`src/hdl/grp_pkg.sv`:
```
package grp_pkg;

  // one input word: a text byte and the start-of-file mark
  typedef struct packed {
    logic [7:0] byte_req;
    logic       start_of_file;
  } in_word_t;

  // one parsed record
  typedef struct packed {
    logic signed [31:0] rsid;
    logic               is_internal;
    logic [2:0]         chromosome_kind;
    logic [7:0]         chromosome_number;
    logic [31:0]        position;
    logic [2:0]         allele_first;
    logic [2:0]         allele_second;
    logic               y_seen;
  } out_word_t;

  // chromosome kind codes
  localparam logic [2:0] KIND_NUM = 3'd0;
  localparam logic [2:0] KIND_X   = 3'd1;
  localparam logic [2:0] KIND_Y   = 3'd2;
  localparam logic [2:0] KIND_MT  = 3'd3;
  localparam logic [2:0] KIND_UNK = 3'd4;

  // allele codes
  localparam logic [2:0] ALLELE_NONE = 3'd0;
  localparam logic [2:0] ALLELE_A    = 3'd1;
  localparam logic [2:0] ALLELE_C    = 3'd2;
  localparam logic [2:0] ALLELE_D    = 3'd3;
  localparam logic [2:0] ALLELE_G    = 3'd4;
  localparam logic [2:0] ALLELE_I    = 3'd5;
  localparam logic [2:0] ALLELE_T    = 3'd6;

  // characters
  localparam logic [7:0] CH_NUL   = 8'h00;
  localparam logic [7:0] CH_TAB   = 8'h09;
  localparam logic [7:0] CH_LF    = 8'h0a;
  localparam logic [7:0] CH_CR    = 8'h0d;
  localparam logic [7:0] CH_ZERO  = 8'h30;
  localparam logic [7:0] CH_NINE  = 8'h39;
  localparam logic [7:0] CH_UP_A  = 8'h41;
  localparam logic [7:0] CH_UP_C  = 8'h43;
  localparam logic [7:0] CH_UP_D  = 8'h44;
  localparam logic [7:0] CH_UP_G  = 8'h47;
  localparam logic [7:0] CH_UP_I  = 8'h49;
  localparam logic [7:0] CH_UP_M  = 8'h4d;
  localparam logic [7:0] CH_UP_T  = 8'h54;
  localparam logic [7:0] CH_UP_X  = 8'h58;
  localparam logic [7:0] CH_UP_Y  = 8'h59;
  localparam logic [7:0] CH_LO_I  = 8'h69;
  localparam logic [7:0] CH_LO_R  = 8'h72;

  // parser phases, one-hot
  typedef enum logic [14:0] {
    PH_LINE     = 15'h0001,
    PH_SKIPLINE = 15'h0002,
    PH_PREFIX   = 15'h0004,
    PH_ID       = 15'h0008,
    PH_WS1      = 15'h0010,
    PH_CHROM    = 15'h0020,
    PH_CHROMNUM = 15'h0040,
    PH_SKIPT    = 15'h0080,
    PH_WS2      = 15'h0100,
    PH_POS      = 15'h0200,
    PH_WS3      = 15'h0400,
    PH_ALLELE1  = 15'h0800,
    PH_ALLELE2  = 15'h1000,
    PH_DISCARD  = 15'h2000,
    PH_END      = 15'h4000
  } phase_e;

endpackage

```
`src/hdl/genotype_record_parser_core.sv`:
```
// genotype record parser
// input channel: one text byte per word (in_word_i), with a start-of-file mark
// that clears the parser and the sticky chromosome Y flag before that byte
// output channel: one record word per genotype line, emitted on the byte that
// carries the second allele; other bytes produce no output word
// throughput: one input word per cycle while the output register is not stalled; the per-byte state update
// is a single pass of logic between the input register and the output register
// path: the word holding a record's second allele is taken into the input register,
// parsed from there, and the record is then captured in the output register
// stall: when the output register holds a word that is not taken, the parser
// step freezes and in_ready_o falls once the input register is also full;
// an empty input register still takes one more word during a stall
// reset: rst_ni clears both registers' valid bits and puts the parser at
// line start with all record fields and the Y flag at zero
module genotype_record_parser_core
  import grp_pkg::*;
(
  input  logic      clk_i,
  input  logic      rst_ni,
  input  logic      in_valid_i,
  output logic      in_ready_o,
  input  in_word_t  in_word_i,
  output logic      out_valid_o,
  input  logic      out_ready_i,
  output out_word_t out_word_o
);

  logic      in_vld_q;
  in_word_t  in_word_q;
  logic      out_vld_q;
  out_word_t out_word_q;

  logic      advance;
  logic      step;
  logic      res_valid;
  out_word_t res_word;

  // output register is free or being drained this cycle
  assign advance    = !out_vld_q || out_ready_i;
  // parse the buffered byte whenever its result has a place to go
  assign step       = in_vld_q && advance;
  assign in_ready_o = !in_vld_q || advance;

  // input register
  always_ff @(posedge clk_i or negedge rst_ni) begin
    if (!rst_ni) begin
      in_vld_q <= 1'b0;
    end else if (in_ready_o) begin
      in_vld_q <= in_valid_i;
    end
  end

  always_ff @(posedge clk_i) begin
    if (in_ready_o && in_valid_i) begin
      in_word_q <= in_word_i;
    end
  end

  // per-byte parser with its state
  grp_parse u_parse (
    .clk_i       (clk_i),
    .rst_ni      (rst_ni),
    .step_i      (step),
    .in_word_i   (in_word_q),
    .res_valid_o (res_valid),
    .res_word_o  (res_word)
  );

  // output register
  always_ff @(posedge clk_i or negedge rst_ni) begin
    if (!rst_ni) begin
      out_vld_q <= 1'b0;
    end else if (advance) begin
      out_vld_q <= step && res_valid;
    end
  end

  always_ff @(posedge clk_i) begin
    if (step && res_valid) begin
      out_word_q <= res_word;
    end
  end

  assign out_valid_o = out_vld_q;
  assign out_word_o  = out_word_q;

endmodule

```
`src/hdl/grp_parse.sv`:
```
module grp_parse
  import grp_pkg::*;
(
  input  logic      clk_i,
  input  logic      rst_ni,
  input  logic      step_i,
  input  in_word_t  in_word_i,
  output logic      res_valid_o,
  output out_word_t res_word_o
);

  phase_e      phase_q, phase_d, eff_phase;
  logic [31:0] id_q, id_d, eff_id;
  logic        int_q, int_d, eff_int;
  logic [2:0]  kind_q, kind_d, eff_kind;
  logic [7:0]  num_q, num_d, eff_num;
  logic [31:0] pos_q, pos_d, eff_pos;
  logic [2:0]  first_q, first_d, eff_first;
  logic        yflag_q, yflag_d, eff_yflag;

  logic [7:0]  c;
  logic [3:0]  dig;
  logic        is_dig, is_wht;
  logic        do_chrom, do_al1;
  logic [11:0] num_wide;
  logic [2:0]  code_c;

  function automatic logic [2:0] allele_code(input logic [7:0] ch);
    logic [2:0] r;
    case (ch)
      CH_UP_A: r = ALLELE_A;
      CH_UP_C: r = ALLELE_C;
      CH_UP_D: r = ALLELE_D;
      CH_UP_G: r = ALLELE_G;
      CH_UP_I: r = ALLELE_I;
      CH_UP_T: r = ALLELE_T;
      default: r = ALLELE_NONE;
    endcase
    return r;
  endfunction

  function automatic logic [31:0] times10_add(input logic [31:0] x, input logic [3:0] d);
    return (x << 3) + (x << 1) + {28'd0, d};
  endfunction

  assign c      = in_word_i.byte_req;
  assign dig    = c[3:0];
  assign is_dig = (c >= CH_ZERO) && (c <= CH_NINE);
  assign is_wht = (c == CH_TAB) || (c == CH_LF) || (c == CH_CR);
  assign code_c = allele_code(c);

  // start of file clears everything before this byte is parsed
  always_comb begin
    if (in_word_i.start_of_file) begin
      eff_phase = PH_LINE;
      eff_id    = '0;
      eff_int   = 1'b0;
      eff_kind  = KIND_NUM;
      eff_num   = '0;
      eff_pos   = '0;
      eff_first = ALLELE_NONE;
      eff_yflag = 1'b0;
    end else begin
      eff_phase = phase_q;
      eff_id    = id_q;
      eff_int   = int_q;
      eff_kind  = kind_q;
      eff_num   = num_q;
      eff_pos   = pos_q;
      eff_first = first_q;
      eff_yflag = yflag_q;
    end
  end

  assign num_wide = ({4'd0, eff_num} << 3) + ({4'd0, eff_num} << 1) + {8'd0, dig};

  always_comb begin
    phase_d     = eff_phase;
    id_d        = eff_id;
    int_d       = eff_int;
    kind_d      = eff_kind;
    num_d       = eff_num;
    pos_d       = eff_pos;
    first_d     = eff_first;
    yflag_d     = eff_yflag;
    do_chrom    = 1'b0;
    do_al1      = 1'b0;
    res_valid_o = 1'b0;

    case (eff_phase)
      PH_SKIPLINE: begin
        if (c == CH_LF) phase_d = PH_LINE;
      end
      PH_PREFIX: phase_d = PH_ID;
      PH_ID: begin
        if (is_dig) id_d = times10_add(eff_id, dig);
        else if (is_wht) phase_d = PH_WS1;
        else do_chrom = 1'b1;
      end
      PH_WS1: begin
        if (!is_wht) do_chrom = 1'b1;
      end
      PH_CHROM: do_chrom = 1'b1;
      PH_CHROMNUM: begin
        if (is_dig) num_d = (num_wide > 12'd255) ? 8'd255 : num_wide[7:0];
        else if (is_wht) phase_d = PH_WS2;
        else do_al1 = 1'b1;
      end
      PH_SKIPT: phase_d = PH_WS2;
      PH_WS2: begin
        if (is_dig) begin
          pos_d   = times10_add(eff_pos, dig);
          phase_d = PH_POS;
        end else if (!is_wht) begin
          do_al1 = 1'b1;
        end
      end
      PH_POS: begin
        if (is_dig) pos_d = times10_add(eff_pos, dig);
        else if (is_wht) phase_d = PH_WS3;
        else do_al1 = 1'b1;
      end
      PH_WS3: begin
        if (!is_wht) do_al1 = 1'b1;
      end
      PH_ALLELE1: do_al1 = 1'b1;
      PH_ALLELE2: begin
        if (eff_kind == KIND_Y) yflag_d = 1'b1;
        res_valid_o = 1'b1;
        phase_d     = PH_DISCARD;
      end
      PH_DISCARD: phase_d = PH_LINE;
      PH_END: phase_d = PH_END;
      default: begin
        // line start
        if (c == CH_LO_R || c == CH_LO_I) begin
          id_d    = '0;
          kind_d  = KIND_NUM;
          num_d   = '0;
          pos_d   = '0;
          first_d = ALLELE_NONE;
          int_d   = (c == CH_LO_I);
          phase_d = (c == CH_LO_I) ? PH_ID : PH_PREFIX;
        end else if (c == CH_NUL) begin
          phase_d = PH_END;
        end else if (c == CH_LF) begin
          phase_d = PH_LINE;
        end else begin
          phase_d = PH_SKIPLINE;
        end
      end
    endcase

    // chromosome field takes this byte
    if (do_chrom) begin
      if (is_dig) begin
        kind_d  = KIND_NUM;
        num_d   = {4'd0, dig};
        phase_d = PH_CHROMNUM;
      end else if (c == CH_UP_X) begin
        kind_d  = KIND_X;
        phase_d = PH_WS2;
      end else if (c == CH_UP_Y) begin
        kind_d  = KIND_Y;
        phase_d = PH_WS2;
      end else if (c == CH_UP_M) begin
        kind_d  = KIND_MT;
        phase_d = PH_SKIPT;
      end else begin
        kind_d  = KIND_UNK;
        phase_d = PH_WS2;
      end
    end

    // first allele takes this byte
    if (do_al1) begin
      first_d = code_c;
      phase_d = PH_ALLELE2;
    end
  end

  always_comb begin
    res_word_o.rsid              = eff_int ? (32'sd0 - $signed(eff_id)) : $signed(eff_id);
    res_word_o.is_internal       = eff_int;
    res_word_o.chromosome_kind   = eff_kind;
    res_word_o.chromosome_number = (eff_kind == KIND_NUM) ? eff_num : 8'd0;
    res_word_o.position          = eff_pos;
    res_word_o.allele_first      = eff_first;
    res_word_o.allele_second     = code_c;
    res_word_o.y_seen            = yflag_d;
  end

  always_ff @(posedge clk_i or negedge rst_ni) begin
    if (!rst_ni) begin
      phase_q <= PH_LINE;
      id_q    <= '0;
      int_q   <= 1'b0;
      kind_q  <= KIND_NUM;
      num_q   <= '0;
      pos_q   <= '0;
      first_q <= ALLELE_NONE;
      yflag_q <= 1'b0;
    end else if (step_i) begin
      phase_q <= phase_d;
      id_q    <= id_d;
      int_q   <= int_d;
      kind_q  <= kind_d;
      num_q   <= num_d;
      pos_q   <= pos_d;
      first_q <= first_d;
      yflag_q <= yflag_d;
    end
  end

endmodule
```
`config.mk`:
```
export PLATFORM = sky130hd
export DESIGN_NAME = genotype_record_parser_core
export DESIGN_NICKNAME = d
export VERILOG_FILES = /design/src/hdl/grp_pkg.sv /design/src/hdl/genotype_record_parser_core.sv /design/src/hdl/grp_parse.sv
export SDC_FILE = /design/constraint.sdc
export NUM_CORES = 1
export LEC_CHECK = 0
export BUFFER_PORTS_ARGS = -buffer_cell sky130_fd_sc_hd__buf_2
export CAP_MARGIN = 20
export CORE_UTILIZATION = 36
export CTS_CLUSTER_SIZE = 14
export DETAILED_ROUTE_END_ITERATION = 10
export GPL_TIMING_DRIVEN = 0
export HOLD_SLACK_MARGIN = 0.12
export SLEW_MARGIN = 5
export SYNTH_ARGS = -nofsm -noshare
export SYNTH_HDL_FRONTEND = slang
export SYNTH_SLANG_ARGS = --single-unit
```
`constraint.sdc`:
```
create_clock -name clk_i -period 5.3 [get_ports clk_i]
set_input_delay 0.265 -clock clk_i [delete_from_list [all_inputs] [get_ports clk_i]]
set_output_delay 0.265 -clock clk_i [all_outputs]
set_load 0.05 [all_outputs]
```
Yosys cells after proc, flatten, opt, wreduce, memory -nomap -nowiden
Cells that the tools add are included.

Bits in latches: 0. Memory bits (writable): 0. Memories kept: 0. Bits of input ports: 13. Word-level logic and storage cells: 139. ROM bits: 0. Flip-flop bits (word level): 189. Output and inout port bits: 85.

Divide/modulo/power cells: 0. Bitwise operators: 0. Multiply operators: 0. Multiplexer cells: 60. Shift-type cells: 0. Eq/ne operators: 29. Magnitude comparators: 3. Add/subtract/negate cells: 7. Reduce and logical (&&, ||, !) cells: 20.

Operator list (number): 15-bit two-way mux (16); 32-bit two-way mux (7); 15-bit case mux with 11 select lines (1); 32-bit case mux with 2 select lines (2); 8-bit by 7-bit == test with 1-bit output, second input constant (11); 32-bit adder (2); 32-bit by 4-bit adder with 32-bit output (2); 8-bit two-way mux (6); 3-bit two-way mux (12); 1-bit by 32-bit subtractor with 32-bit output, first input constant (1); 13-bit OR reduction (2); 8-bit by 4-bit == test with 1-bit output, second input constant (3); 3-bit case mux with 6 select lines (1); 8-bit case mux with 2 select lines (1); 15-bit by 10-bit == test with 1-bit output, second input constant (1); 15-bit by 11-bit == test with 1-bit output, second input constant (1); 15-bit by 12-bit == test with 1-bit output, second input constant (1); 15-bit by 13-bit == test with 1-bit output, second input constant (1); 15-bit by 14-bit == test with 1-bit output, second input constant (1); 15-bit == test, second input constant (1); 15-bit by 2-bit == test with 1-bit output, second input constant (1); 15-bit by 3-bit == test with 1-bit output, second input constant (1); 15-bit by 4-bit == test with 1-bit output, second input constant (1); 15-bit by 5-bit == test with 1-bit output, second input constant (1); 25 further kinds (42).

Longest topological paths before layout
Depth after elaboration: 9. Gate-level depth with buffers: 19.

By module
A second synthesis with hierarchy kept.

Cells, all modules: 1339. Area, all modules: 13010.0 µm².

Modules (own cells, without submodules): grp_parse (cells an instance 1237, area an instance 10136.0 µm², times used 1); genotype_record_parser_core (cells an instance 102, area an instance 2874.0 µm², times used 1).

Worst setup path after synthesis
No wires, ideal clock.

Kind: register to register. Start point: register u_parse.phase_q[8]. End point: register out_word_q (netlist bit out_word_o[0]), enable pin. Setup slack: -0.046 ns. Data arrival time: 4.819 ns. Stages on the path, launching flop included: 6. Path through: dfrtp_1 buf_6 nor4_4 o211ai_4 or2_2 nor2_1.

Cells in the longest elaborated chain, start to end: 4.

RTL lines: from (decl) (RTL line grp_parse.sv:12) `phase_e phase_q, phase_d, eff_phase;`; from (signal assigned) (RTL line grp_parse.sv:204) `phase_q <= phase_d;`; 15-bit two-way mux (RTL line grp_parse.sv:54) `if (in_word_i.start_of_file) begin`; 15-bit by 13-bit == test with 1-bit output (RTL line grp_parse.sv:90) `case (eff_phase)`; 1-bit two-way mux (RTL line grp_parse.sv:90); 1-bit logical AND (RTL line genotype_record_parser_core.sv:79) `if (step && res_valid) begin`; to (signal assigned) (RTL line genotype_record_parser_core.sv:80) `out_word_q <= res_word;`; to (decl) (RTL line genotype_record_parser_core.sv:31) `out_word_t out_word_q;`.

No other way between the ends. A chain may end at the register's enable or synchronous reset.

==> impl_metrics.env <==
export IMPL_ys_flop_type="dfrtp_1"
export IMPL_die_y_um=190
export IMPL_syn_area_um2=12700
export IMPL_ctsLongestPathBuffers=2
export IMPL_ant_nets=0
export IMPL_antenna_found_initial=0
export IMPL_finalCritPeriodShare_pct=96.2
export IMPL_drt_initial_drc_count=662
export IMPL_clkPwrFrac_pct=42.5
export IMPL_grtUsageTotal_pct=19.6
export IMPL_critPathRequiredTime_ns=5.63
export IMPL_maxSlewViolCount=0
export IMPL_diodes=0
export IMPL_p_total_mw=3.04
export IMPL_fill_cells=3394
export IMPL_path_clk_slew_ns=0.07
export IMPL_critical_path_class="reg2reg"
export IMPL_netlist_top_cell_by_area="edfxtp_1"
export IMPL_num_io_pins=98
export IMPL_clock_skew_final_ns=0.0126
export IMPL_worst_slew_pin_slew_ns=0.862
export IMPL_layout_commonest_cell="ha_1"
export IMPL_place_gp_congestion=0.906
export IMPL_core_area_um2=34600
export IMPL_grt_overflow=0
export IMPL_layout_drive_gt1_share_pct=13.3
export IMPL_syn2layout_area_growth_pct=15.3
export IMPL_yosysWarningCount=0
export IMPL_fin_tns_setup_ns=0
export IMPL_synth_nets=1437
export IMPL_p_comb_share_pct=6.6
export IMPL_crit_path_max_fanout=10
export IMPL_synth_seq_cells=189
export IMPL_synthCells=1287
export IMPL_cp_arrival_ns=5.43
export IMPL_async_flop_share_pct=51.3
export IMPL_post_drt_wl_per_cell_um=18.2
export IMPL_yosysSeqAreaShare_pct=40.8
export IMPL_cellPowerDensity_nw_per_um2=208
export IMPL_max_cap_viol_count=0
export IMPL_routed_wl_um=34300
export IMPL_cts_buffers=17
export IMPL_hold_violations=0
export IMPL_internal_power_mw=2.28
export IMPL_end_kind="flip-flop"
export IMPL_die_w_um=190
export IMPL_grt_max_degree=83
export IMPL_setup_ws_ns=0.203
export IMPL_clock_latency_ns=0.46
export IMPL_nNetsFinal=1569
export IMPL_ir_drop_uv=223
export IMPL_pre_cts_ws_ns=-2.35
export IMPL_die_area_um2=36100
export IMPL_grt_pass1_wl_um=54600
export IMPL_drc=0
export IMPL_yosys_cell_types_count=80
export IMPL_cts_tree="done"
export IMPL_pwr_share_seq_pct=51.0
export IMPL_htreeDepth=4
export IMPL_ys_top_cells_by_area="edfxtp_1 (22%), dfrtp_1 (19%), ha_1 (13%)"
export IMPL_p_leak_nw=6.92
export IMPL_fmax_ghz=0.196
export IMPL_viasPerCell=5.42
export IMPL_start_util_pct=36.7
export IMPL_drt_pre_antenna_iters=7
export IMPL_std_cell_rows=68
export IMPL_synth_edf_count=92
export IMPL_start_kind="flip-flop"
export IMPL_dp_hpwl_um=25600
export IMPL_grt_pass1_vias=10109
export IMPL_via_count=10235
export IMPL_period_minus_slack_ns=5.10
export IMPL_p_sw_share_pct=25.0
export IMPL_synth_top_area_share_pct=21.7
export IMPL_rsz0062_at_grt="yes"
export IMPL_max_slew_margin_rel_pct=42.5
export IMPL_root_buffer="clkbuf_16"
export IMPL_power_switching_mw=0.759
export IMPL_status="complete, no violations"
export IMPL_setup_viol=0
export IMPL_cts_sinks=189
export IMPL_hp_class="in2reg"
export IMPL_port_buffers=97
export IMPL_final_cell_mix="ha_1 (132), nand2_1 (122), nor2_1 (108), buf_2 (102), dfrtp_1 (96)"
export IMPL_syn_avg_cell_area_um2=9.87
[layer usage]
layer	wire length [um]	GRT usage, %	vias up
li1	-	-	4999
met1	16000	26.2	4926
met2	15900	31.6	261
met3	1410	2.84	49
met4	988	8.03	0
met5	0	0	-
[final cells by class]
type	instances	area, um2	share of cell area [%]
Clock inverter	10	72.6	0.495
Multi-Input combinational cell	1021	7240	49.4
Clock buffer	22	507	3.46
Inverter	29	109	0.743
Timing Repair Buffer	113	704	4.81
Buffer	48	258	1.76
Sequential cell	189	5190	35.4
Tap cell	455	569	3.89
[worst paths after layout]
check	endpoint	cells past startpoint	start	slack, ns
min	in_vld_q	3	out_ready_i	0.16
max reg2reg	u_parse.pos_q[27]	18	in_word_q[0]	0.20
max in group asynchronous	u_parse.phase_q[0]	3	rst_ni	4.37
max	u_parse.pos_q[27]	18	in_word_q[0]	0.20
min reg2reg	u_parse.num_q[7]	2	u_parse.num_q[7]	0.48
min in group asynchronous	u_parse.num_q[2]	2	rst_ni	0.22
[power groups by stage]
stage	Clock, mW	Sequential (mW)	Combinational (mW)
after floorplan	0	1.58	0.105
after global placement	0	1.58	0.182
after detailed placement	0	1.58	0.186
after CTS	1.33	1.55	0.199
after global routing	1.37	1.55	0.218
final	1.29	1.55	0.200
[cell families after synthesis]
logic type                 synth area share (%)
adders and majority gates                  13.8
buffers and inverters                      2.60
DFF                                        40.8
AOI/OAI and AO/OA                          18.2
and+or+nand+nor                            18.0
muxes                                     0.345
xor gates and xnor gates                   6.20
[synth_stat cells (5+ instances only)]
master / number
a31oi_1: 5
and2_1: 8
nand3b_1: 9
o21a_1: 13
a211oi_1: 13
nor3_1: 19
nor4_1: 11
inv_1: 28
ha_1: 132
a21oi_1: 63
fa_1: 5
o21bai_1: 8
xor2_1: 48
nand4_1: 7
or3_1: 10
o21ai_0: 90
nand3_1: 20
nand2b_1: 19
o221ai_1: 5
nor3b_1: 5
a21o_1: 28
dfrtp_1: 96
nand2_1: 122
nor2_1: 109
xnor2_1: 42
edfxtp_1: 92
and3_1: 7
o22ai_1: 5
o211ai_1: 10
nor2b_1: 81
buf_2: 6
buf_1: 6
o31ai_1: 15
a22o_1: 37
clkbuf_1: 31
[through the flow]
step	hold WS [ns]	cells	cell area (um2)	util, %
final	0.164	1887	14600	42.3
after floorplan	-0.0306	1287	12700	-
after detailed placement	0.115	1843	13900	40.1
after global placement	0.446	1839	13800	39.8
after CTS	0.127	1887	14600	42.2
after global routing	0.161	1887	14600	42.3
[critical path, stage by stage, from the launching register on]
cell and delay (ns):
edfxtp_1 0.48, buf_4 0.26, buf_4 0.24, buf_4 0.27, clkbuf_8 0.24, buf_4 0.23
buf_4 0.27, nor2b_1 0.13, ha_1 0.32, ha_1 0.37, a2111oi_1 0.40, o21ai_1 0.18
a221oi_2 0.35, a21oi_1 0.20, and3_1 0.25, a211oi_2 0.29, a21oi_1 0.13, xnor2_1 0.24
a21oi_1 0.10
[flip-flops by register name, summed over array words and instances (netlist names)]
register	cells
in_vld_q	1
u_parse.yflag_q	1
u_parse.int_q	1
u_parse.num_q	8
in_word_q	9
u_parse.id_q	32
out_word_o	83
out_valid_o	1
u_parse.kind_q	3
u_parse.pos_q	32
u_parse.first_q	3
u_parse.phase_q	15
[repair_timing]
action                     in CTS  in global routing
buffers inserted                1                  0
hold endpoints to repair      106                  0
setup endpoints to repair      61                 14
pin swaps                       0                  1
resized for setup              17                 18
hold buffers                   11                  0
No activity file was read; power rests on OpenSTA's default activity.
